[src/rtl/core/wps_pkg.sv]
// ----------------------------------------------------------------------------
// wps_pkg: shared types and constants for the wheel pulse speedometer
// Field widths, register indexes, payload structs, divider handshake and the
// control store of the sequencer.
// ----------------------------------------------------------------------------
`default_nettype none

package wps_pkg;

  localparam int TIME_BITS      = 48;
  localparam int SPEED_BITS     = 16;
  localparam int SCALE_BITS     = 32;
  localparam int COUNT_BITS     = 32;
  localparam int NUM_BITS       = SCALE_BITS + COUNT_BITS;
  localparam int DIV_BITS       = (TIME_BITS + SPEED_BITS > NUM_BITS) ?
                                  (TIME_BITS + SPEED_BITS) : NUM_BITS;
  localparam int DIV_CNT_BITS   = $clog2(SPEED_BITS);
  localparam int CFG_INDEX_BITS = 3;
  localparam int CFG_DATA_BITS  = TIME_BITS;
  localparam int STEP_BITS      = 4;

  localparam logic [SCALE_BITS-1:0] SPEED_SCALE_RESET = SCALE_BITS'(7560000);
  localparam logic [SPEED_BITS-1:0] MAX_JUMP_RESET    = SPEED_BITS'(10);
  localparam logic [SPEED_BITS-1:0] MAX_SPEED_RESET   = SPEED_BITS'(80);
  localparam logic [SPEED_BITS-1:0] MIN_SPEED_RESET   = SPEED_BITS'(1);
  localparam logic [SPEED_BITS-1:0] QUERY_LIMIT       = SPEED_BITS'(100);
  localparam logic [SPEED_BITS-1:0] QUERY_CLAMP       = SPEED_BITS'(99);

  typedef enum logic [CFG_INDEX_BITS-1:0] {
    REG_SPEED_SCALE = 3'd0,
    REG_MAX_JUMP    = 3'd1,
    REG_MAX_SPEED   = 3'd2,
    REG_MIN_SPEED   = 3'd3,
    REG_RIDE_START  = 3'd4
  } cfg_reg_t;

  typedef struct packed {
    logic                 mode;
    logic [TIME_BITS-1:0] timestamp_us;
  } pulse_t;

  typedef struct packed {
    logic [SPEED_BITS-1:0] current_speed;
    logic [SPEED_BITS-1:0] prior_speed;
    logic [SPEED_BITS-1:0] average_speed;
    logic [COUNT_BITS-1:0] pulse_count;
    logic                  reading_rejected;
  } result_t;

  typedef struct packed {
    logic                 start;
    logic [NUM_BITS-1:0]  num;
    logic [TIME_BITS-1:0] den;
  } div_req_t;

  typedef struct packed {
    logic                  busy;
    logic [SPEED_BITS-1:0] quot;
  } div_rsp_t;

  typedef enum logic [2:0] {
    UOP_NOP,
    UOP_LOAD_SPEED,
    UOP_TAKE_SPEED,
    UOP_UPDATE,
    UOP_MUL,
    UOP_LOAD_AVG,
    UOP_EMIT_AVG,
    UOP_EMIT_HOLD
  } uop_t;

  typedef enum logic [1:0] {
    COND_NEXT,
    COND_DIV_BUSY,
    COND_HOLD,
    COND_QUERY
  } cond_t;

  typedef struct packed {
    uop_t                 uop;
    cond_t                cond;
    logic [STEP_BITS-1:0] target;
  } ctrl_word_t;

  localparam logic [STEP_BITS-1:0] STEP_LOAD_SPEED = 4'd0;
  localparam logic [STEP_BITS-1:0] STEP_WAIT_SPEED = 4'd1;
  localparam logic [STEP_BITS-1:0] STEP_TAKE_SPEED = 4'd2;
  localparam logic [STEP_BITS-1:0] STEP_BRANCH     = 4'd3;
  localparam logic [STEP_BITS-1:0] STEP_UPDATE     = 4'd4;
  localparam logic [STEP_BITS-1:0] STEP_MUL        = 4'd5;
  localparam logic [STEP_BITS-1:0] STEP_LOAD_AVG   = 4'd6;
  localparam logic [STEP_BITS-1:0] STEP_WAIT_AVG   = 4'd7;
  localparam logic [STEP_BITS-1:0] STEP_EMIT_AVG   = 4'd8;
  localparam logic [STEP_BITS-1:0] STEP_EMIT_HOLD  = 4'd9;

  // Control store. Emit steps end the program.
  function automatic ctrl_word_t ucode(input logic [STEP_BITS-1:0] step);
    ctrl_word_t w;
    w = '{uop: UOP_NOP, cond: COND_NEXT, target: STEP_LOAD_SPEED};
    unique case (step)
      STEP_LOAD_SPEED: w = '{UOP_LOAD_SPEED, COND_NEXT,     STEP_LOAD_SPEED};
      STEP_WAIT_SPEED: w = '{UOP_NOP,        COND_DIV_BUSY, STEP_WAIT_SPEED};
      STEP_TAKE_SPEED: w = '{UOP_TAKE_SPEED, COND_HOLD,     STEP_EMIT_HOLD};
      STEP_BRANCH:     w = '{UOP_NOP,        COND_QUERY,    STEP_MUL};
      STEP_UPDATE:     w = '{UOP_UPDATE,     COND_NEXT,     STEP_LOAD_SPEED};
      STEP_MUL:        w = '{UOP_MUL,        COND_NEXT,     STEP_LOAD_SPEED};
      STEP_LOAD_AVG:   w = '{UOP_LOAD_AVG,   COND_NEXT,     STEP_LOAD_SPEED};
      STEP_WAIT_AVG:   w = '{UOP_NOP,        COND_DIV_BUSY, STEP_WAIT_AVG};
      STEP_EMIT_AVG:   w = '{UOP_EMIT_AVG,   COND_NEXT,     STEP_LOAD_SPEED};
      STEP_EMIT_HOLD:  w = '{UOP_EMIT_HOLD,  COND_NEXT,     STEP_LOAD_SPEED};
      default:         w = '{UOP_NOP,        COND_NEXT,     STEP_LOAD_SPEED};
    endcase
    return w;
  endfunction

endpackage

`default_nettype wire

[src/rtl/core/wps_div.sv]
// ----------------------------------------------------------------------------
// wps_div: saturating restoring divider
// One compare decides saturation (zero divisor included), then one quotient
// bit per cycle.
// ----------------------------------------------------------------------------
`default_nettype none

module wps_div (
  input  wire logic              clk,
  input  wire logic              rst,
  input  wire wps_pkg::div_req_t req,
  output wps_pkg::div_rsp_t      rsp
);

  typedef enum logic [2:0] {
    DIV_IDLE  = 3'b001,
    DIV_CHECK = 3'b010,
    DIV_RUN   = 3'b100
  } div_state_t;

  div_state_t                          state;
  logic [wps_pkg::DIV_BITS-1:0]        rem;
  logic [wps_pkg::DIV_BITS-1:0]        dsh;
  logic [wps_pkg::SPEED_BITS-1:0]      quot;
  logic [wps_pkg::DIV_CNT_BITS-1:0]    cnt;
  logic                                ge;

  assign ge = (rem >= dsh);

  always_ff @(posedge clk) begin
    if (rst) begin
      state <= DIV_IDLE;
    end else begin
      unique case (state)
        DIV_IDLE: begin
          if (req.start) begin
            rem   <= wps_pkg::DIV_BITS'(req.num);
            dsh   <= wps_pkg::DIV_BITS'(req.den) << wps_pkg::SPEED_BITS;
            state <= DIV_CHECK;
          end
        end
        DIV_CHECK: begin
          // quotient does not fit, or divisor is zero
          if (ge) begin
            quot  <= '1;
            state <= DIV_IDLE;
          end else begin
            quot  <= '0;
            dsh   <= dsh >> 1;
            cnt   <= wps_pkg::DIV_CNT_BITS'(wps_pkg::SPEED_BITS - 1);
            state <= DIV_RUN;
          end
        end
        DIV_RUN: begin
          if (ge) begin
            rem <= rem - dsh;
          end
          quot <= {quot[wps_pkg::SPEED_BITS-2:0], ge};
          dsh  <= dsh >> 1;
          if (cnt == '0) begin
            state <= DIV_IDLE;
          end else begin
            cnt <= cnt - 1'b1;
          end
        end
        default: state <= DIV_IDLE;
      endcase
    end
  end

  assign rsp.busy = (state != DIV_IDLE);
  assign rsp.quot = quot;

endmodule

`default_nettype wire

[src/rtl/core/wheel_pulse_speedometer.sv]
// ----------------------------------------------------------------------------
// wheel_pulse_speedometer: speed from timestamped wheel pulses
// Plausibility-filtered speed, prior speed, pulse count and trip average,
// driven by a small microcoded sequencer around a shared serial divider.
// ----------------------------------------------------------------------------
//  channel   handshake                  payload
//  pulse     pulse_valid / pulse_ready  wps_pkg::pulse_t  (mode, timestamp_us)
//  result    result_valid / result_ready wps_pkg::result_t (one beat per pulse)
//  config    cfg_we                     cfg_index, cfg_data (no wait)
//
//  One beat at a time. A rejected pulse, or a query before any accepted
//  pulse, ends after the speed division; any other query adds the average
//  division, and an accepted pulse updates the state before it. Each
//  division has its load step and its wait step.
//  rst is synchronous: registers return to their defaults, state clears.
//  pulse_ready is low in reset and while the program runs; a waiting result
//  holds the final step only, a new pulse is taken while it waits.
// ----------------------------------------------------------------------------
`default_nettype none

module wheel_pulse_speedometer (
  input  wire logic                              clk,
  input  wire logic                              rst,
  input  wire logic                              pulse_valid,
  output logic                                   pulse_ready,
  input  wire wps_pkg::pulse_t                   pulse,
  output logic                                   result_valid,
  input  wire logic                              result_ready,
  output wps_pkg::result_t                       result,
  input  wire logic                              cfg_we,
  input  wire logic [wps_pkg::CFG_INDEX_BITS-1:0] cfg_index,
  input  wire logic [wps_pkg::CFG_DATA_BITS-1:0]  cfg_data
);

  // configuration
  logic [wps_pkg::SCALE_BITS-1:0] speed_scale;
  logic [wps_pkg::SPEED_BITS-1:0] max_speed_jump;
  logic [wps_pkg::SPEED_BITS-1:0] max_speed;
  logic [wps_pkg::SPEED_BITS-1:0] min_speed;
  logic [wps_pkg::TIME_BITS-1:0]  ride_start_time;

  // block state
  logic [wps_pkg::TIME_BITS-1:0]  last_pulse_time;
  logic [wps_pkg::SPEED_BITS-1:0] stored_speed;
  logic [wps_pkg::SPEED_BITS-1:0] stored_prior_speed;
  logic [wps_pkg::COUNT_BITS-1:0] accepted_pulses;
  logic [wps_pkg::SPEED_BITS-1:0] stored_average;

  // sequencer and datapath
  logic                           busy;
  logic [wps_pkg::STEP_BITS-1:0]  pc;
  logic                           cur_mode;
  logic [wps_pkg::TIME_BITS-1:0]  cur_time;
  logic [wps_pkg::SPEED_BITS-1:0] speed;
  logic [wps_pkg::NUM_BITS-1:0]   product;

  wps_pkg::ctrl_word_t word;
  wps_pkg::div_req_t   div_req;
  wps_pkg::div_rsp_t   div_rsp;

  logic emit;
  logic stall;
  logic reject;
  logic jump;
  logic [wps_pkg::SPEED_BITS:0]   jump_limit;
  logic [wps_pkg::SPEED_BITS-1:0] query_speed;

  assign word        = wps_pkg::ucode(pc);
  assign pulse_ready = !busy && !rst;
  assign emit        = busy && (word.uop == wps_pkg::UOP_EMIT_AVG ||
                                word.uop == wps_pkg::UOP_EMIT_HOLD);
  assign stall       = emit && result_valid && !result_ready;

  assign jump_limit  = {1'b0, stored_speed} + {1'b0, max_speed_jump};
  assign reject      = ({1'b0, div_rsp.quot} > jump_limit) ||
                       (div_rsp.quot > max_speed) || (div_rsp.quot < min_speed);
  assign query_speed = (speed > wps_pkg::QUERY_LIMIT) ? wps_pkg::QUERY_CLAMP : speed;

  always_comb begin
    jump = 1'b0;
    case (word.cond)
      wps_pkg::COND_DIV_BUSY: jump = div_rsp.busy;
      wps_pkg::COND_HOLD:     jump = cur_mode ? (accepted_pulses == '0) : reject;
      wps_pkg::COND_QUERY:    jump = cur_mode;
      default:                jump = 1'b0;
    endcase
  end

  always_comb begin
    div_req.start = busy && (word.uop == wps_pkg::UOP_LOAD_SPEED ||
                             word.uop == wps_pkg::UOP_LOAD_AVG);
    if (word.uop == wps_pkg::UOP_LOAD_SPEED) begin
      div_req.num = wps_pkg::NUM_BITS'(speed_scale);
      div_req.den = cur_time - last_pulse_time;
    end else begin
      div_req.num = product;
      div_req.den = cur_time - ride_start_time;
    end
  end

  wps_div u_div (
    .clk (clk),
    .rst (rst),
    .req (div_req),
    .rsp (div_rsp)
  );

  // configuration writes
  always_ff @(posedge clk) begin
    if (rst) begin
      speed_scale     <= wps_pkg::SPEED_SCALE_RESET;
      max_speed_jump  <= wps_pkg::MAX_JUMP_RESET;
      max_speed       <= wps_pkg::MAX_SPEED_RESET;
      min_speed       <= wps_pkg::MIN_SPEED_RESET;
      ride_start_time <= '0;
    end else if (cfg_we) begin
      unique case (wps_pkg::cfg_reg_t'(cfg_index))
        wps_pkg::REG_SPEED_SCALE: speed_scale    <= cfg_data[wps_pkg::SCALE_BITS-1:0];
        wps_pkg::REG_MAX_JUMP:    max_speed_jump <= cfg_data[wps_pkg::SPEED_BITS-1:0];
        wps_pkg::REG_MAX_SPEED:   max_speed      <= cfg_data[wps_pkg::SPEED_BITS-1:0];
        wps_pkg::REG_MIN_SPEED:   min_speed      <= cfg_data[wps_pkg::SPEED_BITS-1:0];
        wps_pkg::REG_RIDE_START:  ride_start_time <= cfg_data[wps_pkg::TIME_BITS-1:0];
        default: ;
      endcase
    end
  end

  // step counter
  always_ff @(posedge clk) begin
    if (rst) begin
      busy <= 1'b0;
      pc   <= wps_pkg::STEP_LOAD_SPEED;
    end else if (!busy) begin
      if (pulse_valid) begin
        busy     <= 1'b1;
        pc       <= wps_pkg::STEP_LOAD_SPEED;
        cur_mode <= pulse.mode;
        cur_time <= pulse.timestamp_us;
      end
    end else if (emit) begin
      if (!stall) begin
        busy <= 1'b0;
      end
    end else if (jump) begin
      pc <= word.target;
    end else begin
      pc <= pc + 1'b1;
    end
  end

  // datapath and state
  always_ff @(posedge clk) begin
    if (rst) begin
      last_pulse_time    <= '0;
      stored_speed       <= '0;
      stored_prior_speed <= '0;
      accepted_pulses    <= '0;
      stored_average     <= '0;
    end else if (busy) begin
      case (word.uop)
        wps_pkg::UOP_TAKE_SPEED: speed <= div_rsp.quot;
        wps_pkg::UOP_UPDATE: begin
          stored_prior_speed <= stored_speed;
          stored_speed       <= speed;
          accepted_pulses    <= accepted_pulses + 1'b1;
          last_pulse_time    <= cur_time;
        end
        wps_pkg::UOP_MUL: begin
          product <= wps_pkg::NUM_BITS'(accepted_pulses) *
                     wps_pkg::NUM_BITS'(speed_scale);
        end
        wps_pkg::UOP_EMIT_AVG: begin
          if (!stall && !cur_mode) begin
            stored_average <= div_rsp.quot;
          end
        end
        default: ;
      endcase
    end
  end

  // result register
  always_ff @(posedge clk) begin
    if (rst) begin
      result_valid <= 1'b0;
    end else if (emit && !stall) begin
      result_valid <= 1'b1;
      if (word.uop == wps_pkg::UOP_EMIT_AVG) begin
        result.current_speed    <= cur_mode ? query_speed : stored_speed;
        result.average_speed    <= div_rsp.quot;
        result.reading_rejected <= 1'b0;
      end else begin
        result.current_speed    <= stored_speed;
        result.average_speed    <= stored_average;
        result.reading_rejected <= !cur_mode;
      end
      result.prior_speed <= stored_prior_speed;
      result.pulse_count <= accepted_pulses;
    end else if (result_valid && result_ready) begin
      result_valid <= 1'b0;
    end
  end

`ifndef NO_ASSERTIONS
  a_count_only_on_update: assert property (@(posedge clk) disable iff (rst)
    !(busy && word.uop == wps_pkg::UOP_UPDATE) |=> $stable(accepted_pulses))
    else $error("pulse count changed outside the update step");

  a_accept_starts_program: assert property (@(posedge clk) disable iff (rst)
    (pulse_valid && pulse_ready) |=> (busy && pc == wps_pkg::STEP_LOAD_SPEED))
    else $error("accepted beat did not start the program");

  a_div_start_idle: assert property (@(posedge clk) disable iff (rst)
    div_req.start |-> !div_rsp.busy)
    else $error("divider started while busy");

  a_pc_in_program: assert property (@(posedge clk) disable iff (rst)
    busy |-> (pc <= wps_pkg::STEP_EMIT_HOLD))
    else $error("step counter left the program");
`endif

endmodule

`default_nettype wire
[config.mk]
export PLATFORM = sky130hd
export DESIGN_NAME = wheel_pulse_speedometer
export DESIGN_NICKNAME = d
export VERILOG_FILES = /design/src/rtl/core/wps_pkg.sv /design/src/rtl/core/wps_div.sv /design/src/rtl/core/wheel_pulse_speedometer.sv
export SDC_FILE = /design/constraint.sdc
export NUM_CORES = 2
export LEC_CHECK = 0
export CORE_UTILIZATION = 35
export CTS_BUF_LIST = sky130_fd_sc_hd__clkbuf_16
export DETAILED_ROUTE_END_ITERATION = 6
export DONT_BUFFER_PORTS = 1
export PLACE_DENSITY = 0.47
export SYNTH_ARGS = -nofsm -noshare
export SYNTH_HDL_FRONTEND = slang
export SYNTH_SLANG_ARGS = --single-unit
[constraint.sdc]
create_clock -name clk -period 11.2 [get_ports clk]
set_input_delay 0.56 -clock clk [delete_from_list [all_inputs] [get_ports clk]]
set_output_delay 0.56 -clock clk [all_outputs]
set_load 0.02 [all_outputs]
# Word-level counts from Yosys, hierarchy flattened
# Memory sizes are Yosys's and may differ from the RTL's. A register that Yosys moved wholly into a read port is not among the register bits.
# Cells that the tools add are included.
[classes] addsub=7 n_mul=1 n_lt_le_gt_ge=5 n_eq_ne=24 muxes=34 bitwise_logic=2 reduce_logical=42
[op_table] cell="$mux 64" n=4
[op_table] cell="$pmux 64 s3" n=1
[op_table] cell="$pmux 64 s2" n=1
[op_table] cell="$mux 112" n=1
[op_table] cell="$sub 48x48->48" n=2
[op_table] cell="$mux 16" n=5
[op_table] cell="$ge 64x64->1" n=1
[op_table] cell="$mul 32x32->64" n=1
[op_table] cell="$sub 64x64->64" n=1
[op_table] cell="$add 32x1->32 const B" n=1
[op_table] cell="$logic_not 32->1" n=1
[op_table] cell="$mux 4" n=8
[op_table] cell="$pmux 16 s2" n=1
[op_table] cell="$reduce_and 2->1" n=10
[op_table] cell="$eq 3x3->1 const B" n=6
[op_table] cell="$add 16x16->17" n=1
[op_table] cell="$gt 16x17->1" n=1
[op_table] cell="$gt 16x16->1" n=1
[op_table] cell="$gt 16x7->1 const B" n=1
[op_table] cell="$lt 16x16->1" n=1
[op_table] cell="$eq 3x2->1 const B" n=5
[op_table] cell="$reduce_and 3->1" n=4
[op_table] cell="$reduce_and 4->1" n=3
[op_table] cell="$eq 3x1->1 const B" n=3
[op_table] cell="20 further kinds" n=51
[totals] register_bits=623 mem_bits_ro=144 input_bits=105 output_inout_bits=83 wordCells=143 mem_count=1
[memory_table] name="(no name shown)" words=16 width=9 read_ports=1 rd_ports_with_merged_regs=1 wr=0 line="wps_pkg.sv:100" text="unique case (step)"

# Depth between registers and ports, before layout
[logic_depth] word_depth=11 mapped_depth=31 mapped_depth_nobuf=29

# Cells and area by module
# From an unflattened synthesis, not the netlist that was laid out.
[unflattened] hier_cells=6994 area_unflattened_um2=65345.2
[by_module_without_submodules] module="wheel_pulse_speedometer" n_inst=1 cells_per_inst=5907 area_each_um2=54943.9 seq_area_each_um2=11731.3
[by_module_without_submodules] module="wps_div" n_inst=1 cells_per_inst=1087 area_each_um2=10401.2 seq_area_each_um2=4504.3

# Worst setup path after synthesis
# No wires, ideal clock.
[synth_path] kind="flip-flop to flip-flop" start="reg u_div.dsh[25] in the netlist's numbering" end="reg u_div.dsh[0] in the netlist's numbering (enable)" setup_ns=0.589 arrival_ns=7.464 required_time_ns=10.611 setup_slack_ns=3.147 stages_incl_launch_ff=15 n_path_buf=1 period_less_slack_ns=8.053 path_cell_list="edfxtp_1 -> inv_1 -> ha_1 -> clkbuf_1 -> a21o_1 -> a21o_1 -> a21o_1 -> a21oi_1 -> o211ai_1 -> a31oi_1 -> a21boi_1 -> nor2_2 -> o21ai_2 -> or3b_1 -> a221oi_1"
[synth_via] elab_chain_len=3
[synth_rtl] element="from (decl)" line="wps_div.sv:23" text="logic [wps_pkg::DIV_BITS-1:0] dsh;"
[synth_rtl] element="from (signal assigned)" line="wps_div.sv:38" text="dsh <= wps_pkg::DIV_BITS'(req.den) << wps_pkg::SPEED_BITS;"
[synth_rtl] element="from (signal assigned)" line="wps_div.sv:49" text="dsh <= dsh >> 1;"
[synth_rtl] element="from (signal assigned)" line="wps_div.sv:59" text="dsh <= dsh >> 1;"
[synth_rtl] element="$ge 64x64->1" line="wps_div.sv:28" text="assign ge = (rem >= dsh);"
[synth_rtl] element="net u_div.ge" line="wps_div.sv:26" text="logic ge;"
[synth_rtl] element="$ne 2x2->1 (no line)"
[synth_rtl] element="$reduce_and 4->1 (no line)"
# The timed path passes the listed nets, and every way through them passes these cells.
# A chain may end at the register's enable or synchronous reset.

# Final worst setup path
[layout_path] start="reg speed_scale[4] in the netlist's numbering" end="reg product[57] in the netlist's numbering, data pin"
[layout_via] elab_chain_len=1
[layout_rtl] element="from (decl)" line="wheel_pulse_speedometer.sv:36" text="logic [wps_pkg::SCALE_BITS-1:0] speed_scale;"
[layout_rtl] element="from (signal assigned)" line="wheel_pulse_speedometer.sv:111" text="speed_scale <= wps_pkg::SPEED_SCALE_RESET;"
[layout_rtl] element="from (signal assigned)" line="wheel_pulse_speedometer.sv:118" text="wps_pkg::REG_SPEED_SCALE: speed_scale <= cfg_data[wps_pkg::SCALE_BITS-1:0];"
[layout_rtl] element="$mul 32x32->64" line="wheel_pulse_speedometer.sv:169" text="product <= wps_pkg::NUM_BITS'(accepted_pulses) *"
[layout_rtl] element="to (signal assigned)" line="wheel_pulse_speedometer.sv:169"
[layout_rtl] element="to (decl)" line="wheel_pulse_speedometer.sv:55" text="logic [wps_pkg::NUM_BITS-1:0] product;"
# No other way between the ends.

==> run_results.csv <==
group,metric,value,unit
final_layout,drive_gt1_share,4.08,%
route,drt-met1-wl,93.7,mm
setup_path,reg2reg_setup_slack,2290,ps
clock_tree,clk_path_buf_depth,3,
power_and_ir_drop,power_density,96.1,nW/um^2
route,ant_nets,0,
clock_tree,clk_pin_slew,60,ps
grt,antenna_found_initial,21,
min_path,min_path_cells,2,
synthesis,synthesis.nets,8400,
route,viasPerCell,5.05,
outcome,status,"complete, no violations",
final_layout,nFillCells,18600,
grt,grt_pass1_vias,49600,
route,drc,0,
timing,hold-worst-slack,46.3,ps
setup_path,critical_path.max_fanout,18,
route,drtPass1Iterations,6,
route,top_layer,"met5",
setup_path,rr_worst_depth,25,
synthesis,syn_area_per_cell,9.30,sq um
route,wl_per_cell,21.6,um
synthesis,yosysTopAreaCellShare,27.8,%
min_path,hp-class,"primary input to flop",
timing,rsz0062_at_grt,"false",
route,wl_met3,11.7,mm
setup_path,crit_start,"speed_scale[4]",
grt,grt_max_degree,133,
floorplan,die_w,432,um
setup_path,arrival,9470,ps
clock_tree,cts.sinks,632,
setup_path,worst_setup_path_end_kind,"flop",
floorplan,start_util,35.3,%
synthesis,yosysTopAreaCell,"fa_1",
synthesis,synth_area,64700,sq um
grt,grt_pass1_wl,308,mm
floorplan,die-area,186000,sq um
synthesis,synth_seq_cells,632,
placement,hpwl,151,mm
synthesis,synth_ff_type,"edfxtp_1",
clock_tree,postCtsResizedCells,0,
timing,hold_violations,0,
synthesis,ys_seq_area_share,25.1,%
timing,max_clock_freq,112,MHz
clock_tree,h-tree-depth,3,
final_layout,stdcell_area,70700,sq um
setup_path,cpPeakStageDelay,930,ps
route,vias,47400,
grt,grt_overflow,0,
setup_path,cp_slowest_cell,"dfxtp_1",
setup_path,r2r-end,"product[57]",
timing,fin_tns_setup,0,ps
power_and_ir_drop,vdd_drop_max,110,uV
timing,post-route-period-util,79.6,%
placement,postPlaceCellArea,67200,sq um
setup_path,endpoint,"product[57]",
setup_path,reg2reg_from,"speed_scale[4]",
run,drv_cap,0,
timing,timing.slew.headroom,20.0,%
floorplan,num_rows,157,
floorplan,io_pins,188,
synthesis,synth_edf_count,358,
synthesis,ys_top_cells_by_area,"fa_1, edfxtp_1, ha_1",
timing,maxSlewViolCount,0,
placement,gp_congestion,0.875,
timing,period_minus_slack,8910,ps
final_layout,nets,8290,
grt,grt_usage,21.8,%
route,totalWireLength,203,mm
setup_path,crit_top_cell,"fa_1",
setup_path,critical_path_required,11750,ps
timing,tightest_slew,1200,ps
synthesis,synth_cells,6955,
clock_tree,cts_buffers,76,
final_layout,area.growth.synth_to_final,9.37,%
clock_tree,insertion_delay,700,ps
clock_tree,cts_tree,"done",
power_and_ir_drop,leakage,31.5,nW
synthesis,synthDistinctLibCells,86,
route,drtIter0Drc,3237,
synthesis,async_flop_share,0,%
clock_tree,cts-root-buf,"clkbuf_16",
route,routed-wl-met2,91.7,mm
floorplan,fp.coreArea,183000,sq um
timing,setup_viol,0,
setup_path,criticalPathCategory,"flop to flop",
placement,io_buffers,0,
floorplan,dieHeight,432,um
synthesis,yosysWarnings,0,
timing,clock_skew,35.3,ps
setup_path,worst_setup_path_start_kind,"flop",
cell usage in the layout, fill, tap and decap left out, types with 42 or more instances in the layout:
master         Yosys  routed
xor2_1            93      93
nand2_1         1160    1159
mux2i_1           80      80
and3_1            45      44
and2_1           577     576
nor2_1           207     204
dfxtp_1          274     266
nand3_1           77      76
dlygate4sd3_1      0      95
a21oi_1          442     441
fa_1             899     899
clkbuf_16          0      80
buf_4              0     107
inv_1            991    1004
ha_1             441     441
o21ai_0          186     186
xnor2_1           97      97
a21o_1           132     131
o21a_1            42      42
edfxtp_1         358     358
worst min-delay path by stage:
| stage | start | end | slack, ps |
|---|---|---|---|
| after floorplan | accepted_pulses[9] | result[10] | 410 |
| after global placement | stored_prior_speed[15] | result[64] | 410 |
| after detailed placement | stored_prior_speed[10] | result[59] | 410 |
| after CTS | cfg_data[25] | speed_scale[25] | 1 |
| after global routing | cfg_data[45] | ride_start_time[45] | 40 |
| final | cfg_data[5] | ride_start_time[5] | 50 |
cell type report:
type                    count  area (sq um)  area share (%)
clock inverters            62           527           0.745
well taps                2464          3080            4.36
flip-flops and latches    632         16200            23.0
repair buffers            204          1800            2.55
diodes                      7          17.5          0.0248
inverters                 991          3720            5.26
multi-input cells        4940         43300            61.3
clock buffers              80          2000            2.83
logic make-up after synthesis:
kind of cell    Yosys count  share of synthesized area [%]
flops                   632                           25.1
compound gates         1027                           9.72
mux                      84                           1.31
fa+ha+maj              1341                           36.4
simple gates           2298                           16.9
buf+inv                1383                           8.04
xor+xnor                190                           2.57
power breakdown:
group	internal, mW	leakage, nW	total, mW	switching (mW)
logic	0.563	24.6	1.51	0.948
registers	2.64	5.58	2.73	0.0916
clock network	1.45	1.28	2.55	1.11
repair_timing:
action / 4_1_cts / 5_1_grt
hold buffers: 96 / 0
hold endpoints to repair: 249 / 0
setup buffers: 0 / 0
through the flow:
stage	util [%]	instances	power [mW]	worst slack, ps
floorplan	-	6955	3.85	3150
global placement	36.7	9135	4.24	2360
detailed placement	36.7	9135	4.23	2240
CTS	38.6	9373	6.87	2220
finish	38.6	9380	6.80	2290
global route	38.6	9375	7.12	1710
registers in the layout, summed over array words and instances, names as in the netlist, 4 cells and up:
name,cells
accepted_pulses,32
cur_time,48
last_pulse_time,48
max_speed,16
max_speed_jump,16
min_speed,16
pc,4
product,64
result,81
ride_start_time,48
speed,16
speed_scale,32
stored_average,16
stored_prior_speed,16
stored_speed,16
u_div.cnt,4
u_div.dsh,64
u_div.quot,16
u_div.rem,64
word,9
cell usage after synthesis, types with 5 or more instances:
cell type and n:
dfxtp_1 274, nor4_1 19, and4_1 13, buf_1 18, and2_1 577, xor2_1 93
xnor2_1 97, nor3b_1 8, o21ai_0 186, a31oi_1 23, o31a_1 7, o21bai_1 31
a211oi_1 21, nand4_1 38, fa_1 899, nand3b_1 9, nand2b_1 37, o21a_1 42
o221ai_1 7, edfxtp_1 358, a221oi_1 11, a21oi_1 442, inv_1 991, a21o_1 132
nor2_1 207, a21boi_0 5, o22ai_1 5, nor3_1 30, or2_2 11, o21ai_1 15
o31ai_1 14, and3_1 45, nand3_1 77, clkbuf_1 370, mux2i_1 80, ha_1 441
o2111ai_1 6, o211ai_1 12, a22o_1 7, or3_1 18, nand2_1 1160, nor2b_1 32
a311oi_1 7
per-layer routing:
layer / GRT usage (%) / vias to the layer above
met5: 0 / -
met4: 6.48 / 16
met3: 3.31 / 266
met2: 34.7 / 1164
met1: 30.4 / 24000
li1: - / 22000
worst max-delay path, delay by kind of cell (launching register included):
family / cells / cell delay (ps)
AO/OA/AOI/OAI: 5 / 1180
adder cells (fa/ha/maj): 9 / 4490
buffers and inverters: 4 / 530
flip-flops: 1 / 930
AND/OR/NAND/NOR: 7 / 1610
(Power assumes the default switching activity.)
